$ cat src/hdl/cdq_pkg.sv
// shared types and constants for the circular deque
`timescale 1ns / 1ps
package cdq_pkg;

  localparam int unsigned DEPTH  = 8;
  localparam int unsigned AW     = $clog2(DEPTH);
  localparam int unsigned CW     = $clog2(DEPTH + 1);
  localparam int unsigned WORD_W = 32;
  localparam int unsigned OCC_W  = 4;

  localparam logic [1:0] FN_PUSH_FRONT = 2'd0;
  localparam logic [1:0] FN_POP_FRONT  = 2'd1;
  localparam logic [1:0] FN_PUSH_REAR  = 2'd2;
  localparam logic [1:0] FN_POP_REAR   = 2'd3;

  localparam logic [1:0] ST_DONE  = 2'd0;
  localparam logic [1:0] ST_FULL  = 2'd1;
  localparam logic [1:0] ST_EMPTY = 2'd2;

  typedef enum logic {
    S_IDLE,
    S_READ
  } state_e;

  typedef struct packed {
    logic [1:0]               func;
    logic signed [WORD_W-1:0] push_value;
  } in_t;

  typedef struct packed {
    logic [1:0]               status;
    logic signed [WORD_W-1:0] pop_value;
    logic [OCC_W-1:0]         occupancy;
  } out_t;

endpackage

$ cat src/hdl/circular_deque_core.sv
// circular deque: four-function double-ended queue over a ram store
// results: pushes and refusals give their result in the cycle after the input beat, a successful
//   pop after the ram read register and then the output register
// throughput: one item a cycle for pushes and refusals while the sink keeps up; a pop
//   blocks input in S_READ, set by the single ram read port and one-item-at-a-time sequencer
// reset: pointers and count clear (deque empty), output invalid; store left as it is
`timescale 1ns / 1ps
module circular_deque_core (
  input  logic          clk_i,
  input  logic          rst_ni,
  input  logic          in_valid_i,
  output logic          in_ready_o,
  input  cdq_pkg::in_t  in_data_i,
  output logic          out_valid_o,
  input  logic          out_ready_i,
  output cdq_pkg::out_t out_data_o
);

  localparam logic [cdq_pkg::AW-1:0] LAST = cdq_pkg::AW'(cdq_pkg::DEPTH - 1);
  localparam logic [cdq_pkg::CW-1:0] FULL = cdq_pkg::CW'(cdq_pkg::DEPTH);

  cdq_pkg::state_e              state_q, state_d;
  logic [cdq_pkg::AW-1:0]       front_q, front_d, rear_q, rear_d;
  logic [cdq_pkg::CW-1:0]       cnt_q, cnt_d;
  logic                         out_valid_q, out_valid_d;
  cdq_pkg::out_t                out_data_q, out_data_d;
  logic                         accept;
  logic                         we;
  logic [cdq_pkg::AW-1:0]       waddr, raddr;
  logic [cdq_pkg::WORD_W-1:0]   rdata;

  function automatic logic [cdq_pkg::AW-1:0] ptr_inc(input logic [cdq_pkg::AW-1:0] p);
    return (p == LAST) ? '0 : p + 1'b1;
  endfunction

  function automatic logic [cdq_pkg::AW-1:0] ptr_dec(input logic [cdq_pkg::AW-1:0] p);
    return (p == '0) ? LAST : p - 1'b1;
  endfunction

  cdq_ram #(
    .WIDTH (cdq_pkg::WORD_W),
    .DEPTH (cdq_pkg::DEPTH)
  ) u_ram (
    .clk_i   (clk_i),
    .we_i    (we),
    .waddr_i (waddr),
    .wdata_i (in_data_i.push_value),
    .raddr_i (raddr),
    .rdata_o (rdata)
  );

  assign in_ready_o  = (state_q == cdq_pkg::S_IDLE) && (!out_valid_q || out_ready_i);
  assign accept      = in_valid_i && in_ready_o;
  assign out_valid_o = out_valid_q;
  assign out_data_o  = out_data_q;

  always_comb begin
    state_d     = state_q;
    front_d     = front_q;
    rear_d      = rear_q;
    cnt_d       = cnt_q;
    out_valid_d = out_valid_q && !out_ready_i;
    out_data_d  = out_data_q;
    we          = 1'b0;
    waddr       = '0;
    raddr       = '0;
    unique case (state_q)
      cdq_pkg::S_IDLE: begin
        if (accept) begin
          out_data_d.status    = cdq_pkg::ST_DONE;
          out_data_d.pop_value = '0;
          unique case (in_data_i.func) inside
            cdq_pkg::FN_PUSH_FRONT, cdq_pkg::FN_PUSH_REAR: begin
              out_valid_d = 1'b1;
              if (cnt_q == '0) begin
                // first element always lands in slot zero
                front_d = '0;
                rear_d  = '0;
                we      = 1'b1;
                waddr   = '0;
                cnt_d   = cnt_q + 1'b1;
              end else if (cnt_q == FULL) begin
                out_data_d.status = cdq_pkg::ST_FULL;
              end else if (in_data_i.func == cdq_pkg::FN_PUSH_FRONT) begin
                front_d = ptr_dec(front_q);
                we      = 1'b1;
                waddr   = ptr_dec(front_q);
                cnt_d   = cnt_q + 1'b1;
              end else begin
                rear_d  = ptr_inc(rear_q);
                we      = 1'b1;
                waddr   = ptr_inc(rear_q);
                cnt_d   = cnt_q + 1'b1;
              end
            end
            default: begin
              if (cnt_q == '0) begin
                out_data_d.status = cdq_pkg::ST_EMPTY;
                out_valid_d       = 1'b1;
              end else begin
                // pointers move now, the word arrives from the ram next cycle
                state_d = cdq_pkg::S_READ;
                cnt_d   = cnt_q - 1'b1;
                if (in_data_i.func == cdq_pkg::FN_POP_FRONT) begin
                  raddr   = front_q;
                  front_d = ptr_inc(front_q);
                end else begin
                  raddr  = rear_q;
                  rear_d = ptr_dec(rear_q);
                end
                if (cnt_q == cdq_pkg::CW'(1)) begin
                  front_d = '0;
                  rear_d  = '0;
                end
              end
            end
          endcase
          out_data_d.occupancy = cdq_pkg::OCC_W'(cnt_d);
        end
      end
      cdq_pkg::S_READ: begin
        out_data_d.pop_value = rdata;
        out_valid_d          = 1'b1;
        state_d              = cdq_pkg::S_IDLE;
      end
      default: begin
        state_d = cdq_pkg::S_IDLE;
      end
    endcase
  end

  always_ff @(posedge clk_i or negedge rst_ni) begin
    if (!rst_ni) begin
      state_q     <= cdq_pkg::S_IDLE;
      front_q     <= '0;
      rear_q      <= '0;
      cnt_q       <= '0;
      out_valid_q <= 1'b0;
    end else begin
      state_q     <= state_d;
      front_q     <= front_d;
      rear_q      <= rear_d;
      cnt_q       <= cnt_d;
      out_valid_q <= out_valid_d;
    end
  end

  always_ff @(posedge clk_i) begin
    out_data_q <= out_data_d;
  end

endmodule

$ cat src/hdl/cdq_ram.sv
// generic single-port-write ram with registered read
`timescale 1ns / 1ps
module cdq_ram #(
  parameter int unsigned WIDTH = 32,
  parameter int unsigned DEPTH = 8
) (
  input  logic                     clk_i,
  input  logic                     we_i,
  input  logic [$clog2(DEPTH)-1:0] waddr_i,
  input  logic [WIDTH-1:0]         wdata_i,
  input  logic [$clog2(DEPTH)-1:0] raddr_i,
  output logic [WIDTH-1:0]         rdata_o
);

  logic [WIDTH-1:0] mem_q [DEPTH];
  logic [WIDTH-1:0] rdata_q;

  always_ff @(posedge clk_i) begin
    if (we_i) begin
      mem_q[waddr_i] <= wdata_i;
    end
    rdata_q <= mem_q[raddr_i];
  end

  assign rdata_o = rdata_q;

endmodule

$ cat config.mk
export PLATFORM = sky130hd
export DESIGN_NAME = circular_deque_core
export DESIGN_NICKNAME = d
export VERILOG_FILES = /design/src/hdl/cdq_pkg.sv /design/src/hdl/circular_deque_core.sv /design/src/hdl/cdq_ram.sv
export SDC_FILE = /design/constraint.sdc
export NUM_CORES = 1
export LEC_CHECK = 0
export BUFFER_PORTS_ARGS = -buffer_cell sky130_fd_sc_hd__buf_2
export CAP_MARGIN = 0
export CORE_ASPECT_RATIO = 0.5
export CORE_UTILIZATION = 42
export CTS_CLUSTER_SIZE = 24
export DETAILED_ROUTE_END_ITERATION = 6
export PLACE_DENSITY = 0.62
export SLEW_MARGIN = 20
export SYNTH_ARGS = -nofsm -noshare
export SYNTH_HDL_FRONTEND = slang
export SYNTH_SLANG_ARGS = --single-unit
$ cat constraint.sdc
create_clock -name clk_i -period 7.8 [get_ports clk_i]
set_clock_uncertainty 0.1 [all_clocks]
set_input_delay 1.56 -clock clk_i [delete_from_list [all_inputs] [get_ports clk_i]]
set_output_delay 1.56 -clock clk_i [all_outputs]
set_load 0.005 [all_outputs]
# Word level (Yosys, flattened, before mapping)
# Memory sizes are Yosys's and may differ from the RTL's. A register that Yosys moved wholly into a read port is not among the register bits.
# Index checks and enable logic that the tools add are counted.
# totals
reg_bits	50
latch_bits	0
ramBits	256
mem_bits_ro	0
inputBits	38
output_inout_bits	40
wordCells	97
mem_count	1
# memory_table
name	words	width	read_ports	rd_ports_with_merged_regs	wr	line	rtl
u_ram.mem_q	8	32	1	1	1	cdq_ram.sv:15	logic [WIDTH-1:0] mem_q [DEPTH];
# op_classes
n_addsub	6
n_mul	0
div_mod_pow	0
n_lt_le_gt_ge	0
eq_ne	12
shifts	0
mux	54
bitwise	1
n_reduce_logical	15
# op_table
cell	n
3-bit 2-to-1 mux	29
32-bit one-hot mux with 2 select lines	1
36-bit 2-to-1 mux	1
4-bit 2-to-1 mux	4
1-bit 2-to-1 mux	14
6-bit AND reduction	2
3-bit inequality test (second input constant)	3
3-bit by 1-bit adder with 3-bit output (second input constant)	2
3-bit == test (second input constant)	2
3-bit logical NOT	2
2-bit 2-to-1 mux	3
3-bit by 1-bit subtractor with 3-bit output (second input constant)	2
4-bit by 1-bit adder with 4-bit output (second input constant)	1
4-bit by 1-bit == test with 1-bit output (second input constant)	1
4-bit == test (second input constant)	1
4-bit logical NOT	1
1-bit one-hot mux with 2 select lines	2
4-bit by 1-bit subtractor with 4-bit output (second input constant)	1
1-bit logical AND	3
3-bit by 1-bit inequality test with 1-bit output (second input constant)	1
3-bit nonzero test	1
2-bit by 1-bit == test with 1-bit output (second input constant)	1
2-bit == test (second input constant)	1
1-bit logical NOT	2
7 further kinds	7

# Depth between registers and ports, before layout
# Gate-level depths: netlist of run 1.
# depth
word_depth	8
depth_mapped	9
ltp_nobuf	7

# Cells and area by module
# A second synthesis of run 1 with hierarchy kept.
# hier_totals
hier_cells	622
area_unflattened_um2	12927.4
# by_module_without_submodules
module	n_inst	cells_per_inst	area_per_inst_um2	seq_area_each_um2
cdq_ram	1	415	10466.3	8328.0
circular_deque_core	1	207	2461.1	1441.4

# Worst setup path after synthesis of run 1
# No wires, ideal clock.
# synth_path
path_kind	in2reg
start	input in_valid_i
end	memory u_ram.mem_q[1][0] (enable)
setup_ns	0.468
arrival_time_ns	5.012
t_required_ns	7.232
path_slack_ns	2.220
cell_stages	4
path_buffers	0
path_cell_list	nor2b_1 nand2_1 or4_1 nor3b_1
# synth_between
elab_chain_cells	5
elab_cells_between_ends	7
cone_classes	6 x mux; 1 x reduce/logical
# synth_rtl
element	line	rtl
from (decl)	circular_deque_core.sv:11	input logic in_valid_i,
1-bit logical AND (*)	circular_deque_core.sv:53	assign accept = in_valid_i && in_ready_o;
1-bit 2-to-1 mux	circular_deque_core.sv:69	if (accept) begin
1-bit 2-to-1 mux	circular_deque_core.sv:67	unique case (state_q)
1-bit 2-to-1 mux	cdq_ram.sv:19	if (we_i) begin
1-bit 2-to-1 mux (implied by the code)	cdq_ram.sv:20	mem_q[waddr_i] <= wdata_i;
to (decl)	cdq_ram.sv:15	
# Mark *: on every way between the ends. The rest lies on a longest branch, timed or not.

# Final worst setup path of run 1
# layout_path
start	input in_data_i[32] (netlist bit)
end	register u_ram.rdata_q[17], in the netlist u_ram.rdata_o[17], read port of u_ram.mem_q
# layout_between
elab_chain_cells	6
elab_cells_between_ends	9
cone_classes	2 x eq/ne; 5 x mux; 2 x reduce/logical
# layout_rtl
element	line	rtl
from (decl)	circular_deque_core.sv:13	input cdq_pkg::in_t in_data_i,
2-bit by 1-bit == test with 1-bit output	circular_deque_core.sv:104	if (in_data_i.func == cdq_pkg::FN_POP_FRONT) begin
3-bit 2-to-1 mux	circular_deque_core.sv:104	
3-bit 2-to-1 mux	circular_deque_core.sv:97	if (cnt_q == '0) begin
3-bit 2-to-1 mux (*)	circular_deque_core.sv:72	unique case (in_data_i.func) inside
3-bit 2-to-1 mux (*)	circular_deque_core.sv:69	
3-bit 2-to-1 mux (*)	circular_deque_core.sv:67	
to (decl)	cdq_ram.sv:16	logic [WIDTH-1:0] rdata_q;
# Marked as above.
# A chain may end at the register's enable or synchronous reset.

==> flow_summary.json, run 1 <==
{
  "report.final.slew_viol_count": 0,
  "synth_seq_cells": 338,
  "hold_viol_final": 0,
  "path_depth": 7,
  "hp-class": "reg2reg",
  "ys_warn_count": 0,
  "period_share": 0.604,
  "clock_latency_ns": 0.58,
  "register_area_um2": 9770,
  "viasPerCell": 5.57,
  "core_um2": 31000,
  "clockRootBuffer": "clkbuf_16",
  "crit_fanout": 32,
  "cp_top_family": "simple AND/OR/NAND/NOR gates",
  "max_stage_delay_ns": 0.95,
  "cap_violations": 0,
  "final_nets": 918,
  "drive_gt1_frac": 0.276,
  "setup_violations": 0,
  "cpMaxStageDelayCell": "nor3b_4",
  "antenna_left": 0,
  "arrival_ns": 5.08,
  "antenna_found_initial": 2,
  "crit_buf_inv": 2,
  "critical_path.cell_chain": "buf_2 > nor4b_2 > a31o_1 > nor3b_4 > buf_4 > a221oi_1 > o32ai_1",
  "grt_pass1_vias": 7318,
  "portBuffers": 77,
  "initial_core_util": 0.436,
  "drt_iter0_drc": 520,
  "yosysUniqueCellTypes": 57,
  "synth_area_per_cell_um2": 17.1,
  "placed_cell_area_um2": 14400,
  "clockBufferDepth": 3,
  "min_period_ns": 4.71,
  "place_congestion": 0.845,
  "num_vias": 7338,
  "cts_resized": 0,
  "cts_buffers": 30,
  "track_usage": 0.180,
  "power_density_nw_per_um2": 311,
  "fin_tns_setup_ns": 0,
  "gr-total-overflow": 0,
  "ys.flop_type": "edfxtp_1",
  "synth-async-reset-ratio": 0.0355,
  "worstMarginPinSlew_ns": 1.13,
  "rsz0062_at_grt": "no",
  "start_kind": "input pin",
  "final_cell_mix": "294 x edfxtp_1, 77 x buf_2, 66 x a211oi_1, 58 x mux2_2, 35 x mux2i_1",
  "slew_headroom": 0.249,
  "hold_depth": 1,
  "core.rowCount": 45,
  "syn_nets": 837,
  "cts.sinks": 338,
  "final_common_cell": "edfxtp_1",
  "drt_wl_total_um": 29800,
  "critical_path_required_ns": 8.16,
  "ioPinCount": 78,
  "hpwl_um": 15900,
  "fill_cells": 2588,
  "drc": 0,
  "drtPass1Iterations": 4,
  "critical_path_class": "in2reg",
  "synth_cells": 788,
  "tritoncts": "yes",
  "grt_pass1_wl_um": 44600,
  "fin_area_um2": 15300,
  "chipWidth_um": 255,
  "die_h_um": 129,
  "multiInputGateArea_um2": 3530,
  "syn-cell-area_um2": 13500,
  "max_freq_ghz": 0.212,
  "power_leakage_nw": 5.13,
  "r2r_slack_ns": 4.10,
  "routedWlPerCell_um": 22.6,
  "htreeDepth": 1,
  "synth_edf_count": 294,
  "end_kind": "register",
  "post_cts_buffers": 0,
  "status": "finished, final reports clean",
  "path_clk_slew_ns": 0.06,
  "cts_hold_buffers": 0,
  "ys_seq_area_frac": 0.724,
  "die-area_um2": 32900,
  "area_delta_synth_final_pct": 13.5,
  "reg2regPathDepth": 8,
  "grt_max_degree": 65,
  "ir_drop_v": 0.000193
}
==> stage by stage <==
stage          utilization  hold slack (ns)  instances  setup WS, ns  total power [mW]
2_1_floorplan            -            0.379        788          2.22              3.05
3_3_place_gp         0.464            0.394       1260          2.68              3.37
3_5_place_dp         0.464            0.398       1260          2.53              3.40
4_1_cts              0.494            0.414       1315          3.11              4.81
5_1_grt              0.495            0.426       1317          2.87              4.97
6_report             0.495            0.413       1317          3.09              4.77
==> registers in the layout (all words and copies together) (netlist names) <==
name and flops:
state_q 1, u_ram.mem_q 256, out_data_o 38, u_ram.rdata_o 32, out_valid_o 1, cnt_q 4, rear_q 3, front_q 3
==> kinds of logic (layout without fill, tap and decap cells) <==
logic type                 Yosys count  count (layout)  synth area share
DFF                                338             338             0.724
AOI/OAI and AO/OA                  170             170             0.112
and+or+nand+nor                    111             111            0.0492
muxes                              102             102            0.0829
buffers and inverters               54             158            0.0199
adders and majority gates           11              11            0.0102
xor gates and xnor gates             2               2           0.00130
other                                0               2                 0
==> cell usage after synthesis, types with 2 or more instances <==
library cell	n	area [um2]
nand2b_1	8	50.1
a221oi_2	30	450
nor3b_1	4	30.0
edfxtp_1	294	8830
nor2_1	16	60.1
a21o_1	2	15.0
dfxtp_1	32	641
dfrtp_1	12	300
xnor2_1	2	17.5
nor2b_1	6	37.5
clkbuf_1	21	78.8
nor4bb_1	2	20.0
a211oi_1	66	495
nand3_1	6	30.0
nor3_1	7	35.0
ha_1	11	138
mux2_1	7	78.8
o21a_1	3	22.5
a21boi_0	2	15.0
buf_4	7	52.6
o21ai_0	11	55.1
buf_6	3	33.8
buf_2	14	70.1
and2_1	33	206
o211ai_1	5	37.5
mux2_2	58	653
inv_1	9	33.8
a211o_1	2	17.5
mux2i_1	35	350
o32ai_1	30	263
or2_1	2	12.5
a21oi_1	7	35.0
nand3b_1	2	15.0
nand2_1	16	60.1
==> routing by layer <==
| metal | global-route usage | vias to the layer above | share of wire |
|---|---|---|---|
| met5 | 0 | - | 0 |
| met4 | 0.0476 | 0 | 0.019 |
| met3 | 0.0311 | 50 | 0.038 |
| met2 | 0.294 | 130 | 0.46 |
| met1 | 0.253 | 3818 | 0.48 |
| li1 | - | 3340 | - |
==> final timing paths <==
check                                       start                end
worst max-delay path                in_data_i[32]  u_ram.rdata_o[17]
worst min-delay path            u_ram.rdata_o[16]     out_data_o[20]
worst max register to register           cnt_q[0]  u_ram.rdata_o[17]
worst min register to register  u_ram.rdata_o[16]     out_data_o[20]
max in group asynchronous                  rst_ni         front_q[1]
min in group asynchronous                  rst_ni        out_valid_o
==> area by class of cell <==
class	instances	share of cell area
Sequential cell	338	0.638
Multi-Input combinational cell	396	0.230
Clock buffer	46	0.0549
Tap cell	423	0.0346
Timing Repair Buffer	94	0.0335
Clock inverter	9	0.00621
Inverter	9	0.00221
Antenna cell	2	0.000327
==> report_power, final <==
| group | switching [mW] | internal, mW | leakage [nW] |
|---|---|---|---|
| registers | 0.0967 | 2.18 | 3.10 |
| clock network | 0.638 | 0.778 | 0.453 |
| logic | 0.637 | 0.436 | 1.58 |
Note: power is estimated with default switching activity, not from simulation.
==> inputs of run 2 (changes only) <==
ABC_AREA = 1   (was default)
PLACE_DENSITY = 0.61   (was 0.62)
clock period = 4.9 ns   (was 7.8 ns; I/O delays follow)
==> flow_summary.json, run 2 <==
{
  "status": "finished, final reports clean",
  "initial_core_util": 0.431,
  "syn-cell-area_um2": 14400,
  "fill_cells": 2940,
  "cts_buffers": 31,
  "max_stage_delay_ns": 0.65,
  "synth_seq_cells": 338,
  "yosys-top-cells-area": "edfxtp_1 61%, nand2_1 9.5%, inv_1 4.8%",
  "clock_latency_ns": 0.58,
  "setup_violations": 0,
  "hp-class": "in2async",
  "synth_top_area_cell": "edfxtp_1",
  "regMostFlops": "u_ram.mem_q",
  "place_congestion": 0.844,
  "synth-async-reset-ratio": 0.0355,
  "clockBufferDepth": 3,
  "die_h_um": 133,
  "htreeDepth": 1,
  "synth_most_common_cell": "nand2_1",
  "final_nets": 1468,
  "synth_commonest_cells": "363 x nand2_1, 294 x edfxtp_1, 185 x inv_1",
  "ioPinCount": 78,
  "path_clk_slew_ns": 0.07,
  "core_um2": 33300,
  "critical_path.cell_chain": "inv_1 > ha_1 > nand2_1 > inv_1 > nor3_1 > inv_1 > nor2_1 > buf_4 > inv_1 > nor2_4 > buf_4",
  "fin_util": 0.487,
  "worstMarginPinSlew_ns": 1.07,
  "clockRootBuffer": "clkbuf_16",
  "hold_viol_final": 0,
  "num_vias": 9148,
  "arrival_ns": 3.33,
  "routedWlPerCell_um": 16.0,
  "ir_drop_v": 0.000393,
  "synth_area_per_cell_um2": 10.6,
  "ys.flop_type": "edfxtp_1",
  "synth_cells": 1358,
  "max_freq_ghz": 0.320,
  "viasPerCell": 4.85,
  "track_usage": 0.173,
  "critical_path_required_ns": 5.10,
  "crit_fanout": 20,
  "cap_violations": 0,
  "syn_nets": 1407,
  "hold_slack_ns": 0.178,
  "grt_max_degree": 193,
  "largest_reg_flops": 256,
  "gr-total-overflow": 0,
  "power_leakage_nw": 6.95,
  "power_density_nw_per_um2": 479,
  "cts_resized": 0,
  "cts.sinks": 338,
  "end_kind": "register",
  "yosysUniqueCellTypes": 32,
  "drive_gt1_frac": 0.116,
  "grt_pass1_wl_um": 47900,
  "register_area_um2": 9770,
  "cpMostUsedCell": "inv_1",
  "portBuffers": 77,
  "critical_path_class": "reg2reg",
  "ys_warn_count": 0,
  "synth_edf_count": 294,
  "drc": 0,
  "final_cell_mix": "362 x nand2_1, 294 x edfxtp_1, 184 x inv_1, 141 x nor2_1, 134 x nand3_1",
  "fin_tns_setup_ns": 0,
  "rsz0062_at_grt": "no",
  "drtPass1Iterations": 5,
  "cpMaxStageDelayCell": "nor2_4",
  "die-area_um2": 35000,
  "hpwl_um": 16700,
  "grt_pass1_vias": 9001,
  "ys_seq_area_frac": 0.680,
  "area_delta_synth_final_pct": 13.0,
  "drt_wl_total_um": 30100,
  "chipWidth_um": 264,
  "synth_top_area_share": 0.615,
  "report.final.slew_viol_count": 0,
  "slew_headroom": 0.286,
  "post_cts_buffers": 0,
  "antenna_found_initial": 2,
  "tritoncts": "yes",
  "period_share": 0.639,
  "final_common_cell": "nand2_1",
  "multiInputGateArea_um2": 3580,
  "antenna_left": 0,
  "core.rowCount": 47,
  "min_period_ns": 3.13,
  "drt_iter0_drc": 662,
  "cts_hold_buffers": 0,
  "start_kind": "register"
}
==> run 2: cell types whose count changed in the layout (fill, tap and decap cells not counted), sizes merged, moves of 31 or more <==
cell    change
a211oi     -66
a221oi     -31
and2       -33
inv       +181
mux2       -65
mux2i      -37
nand2     +352
nand3     +129
nand3b     +62
nor2      +134
o32ai      -31
==> run 2: path summary, 6_finish.rpt <==
check                                  start                end  slack (ns)  cells after the start
max                                 cnt_q[0]  u_ram.mem_q[3][1]        1.77                     11
min                                   rst_ni         front_q[0]        0.18                      1
max reg2reg                         cnt_q[0]  u_ram.mem_q[3][1]        1.77                     11
min reg2reg                u_ram.rdata_o[27]     out_data_o[31]        0.39                      2
max in group asynchronous             rst_ni           cnt_q[1]        4.28                      1
min in group clk_i         u_ram.rdata_o[27]     out_data_o[31]        0.39                      2
==> run 2: kinds of logic (layout without fill, tap and decap cells) <==
group,after synthesis,in the layout,synth area share
and+or+nand+nor,719,719,0.221
DFF,338,338,0.680
buffers and inverters,256,342,0.0754
AOI/OAI and AO/OA,30,30,0.0117
adders and majority gates,11,11,0.00958
xor gates and xnor gates,4,4,0.00244
other,0,2,0
==> run 2: worst max-delay path, delay by kind of cell (launching register included) <==
kind	cells	cell delay, ns
and+or+nand+nor	4	1.18
buffers and inverters	6	0.88
DFF	1	0.43
adders and majority gates	1	0.24
==> run 2: cell type report <==
type / instances / share of cell area
diodes: 2 / 0.000308
clock buffers: 43 / 0.0530
clock inverters: 15 / 0.0137
inverters: 190 / 0.0440
multi-input cells: 764 / 0.221
flip-flops and latches: 338 / 0.602
well taps: 441 / 0.0340
repair buffers: 94 / 0.0324
==> run 2: stage by stage <==
step / cell area (um2) / worst slack [ns] / std cells / total power [mW]
finish: 16200 / 1.77 / 1887 / 7.78
global route: 16200 / 1.53 / 1887 / 8.17
CTS: 16200 / 1.75 / 1885 / 7.85
detailed placement: 15100 / 1.23 / 1827 / 5.29
global placement: 15100 / 1.31 / 1827 / 5.25
floorplan: 14400 / 1.13 / 1358 / 4.81
==> run 2: layer usage <==
metal	vias to the layer above	wire length, um	GRT usage
li1	4523	-	-
met1	4376	13900	0.235
met2	212	14400	0.291
met3	37	1350	0.0270
met4	0	543	0.0445
met5	-	0	0
==> run 2: report_power, final <==
group	switching, mW	total (mW)	internal (mW)
Clock	1.06	2.55	1.50
Sequential	0.112	3.66	3.55
Combinational	1.13	1.56	0.435
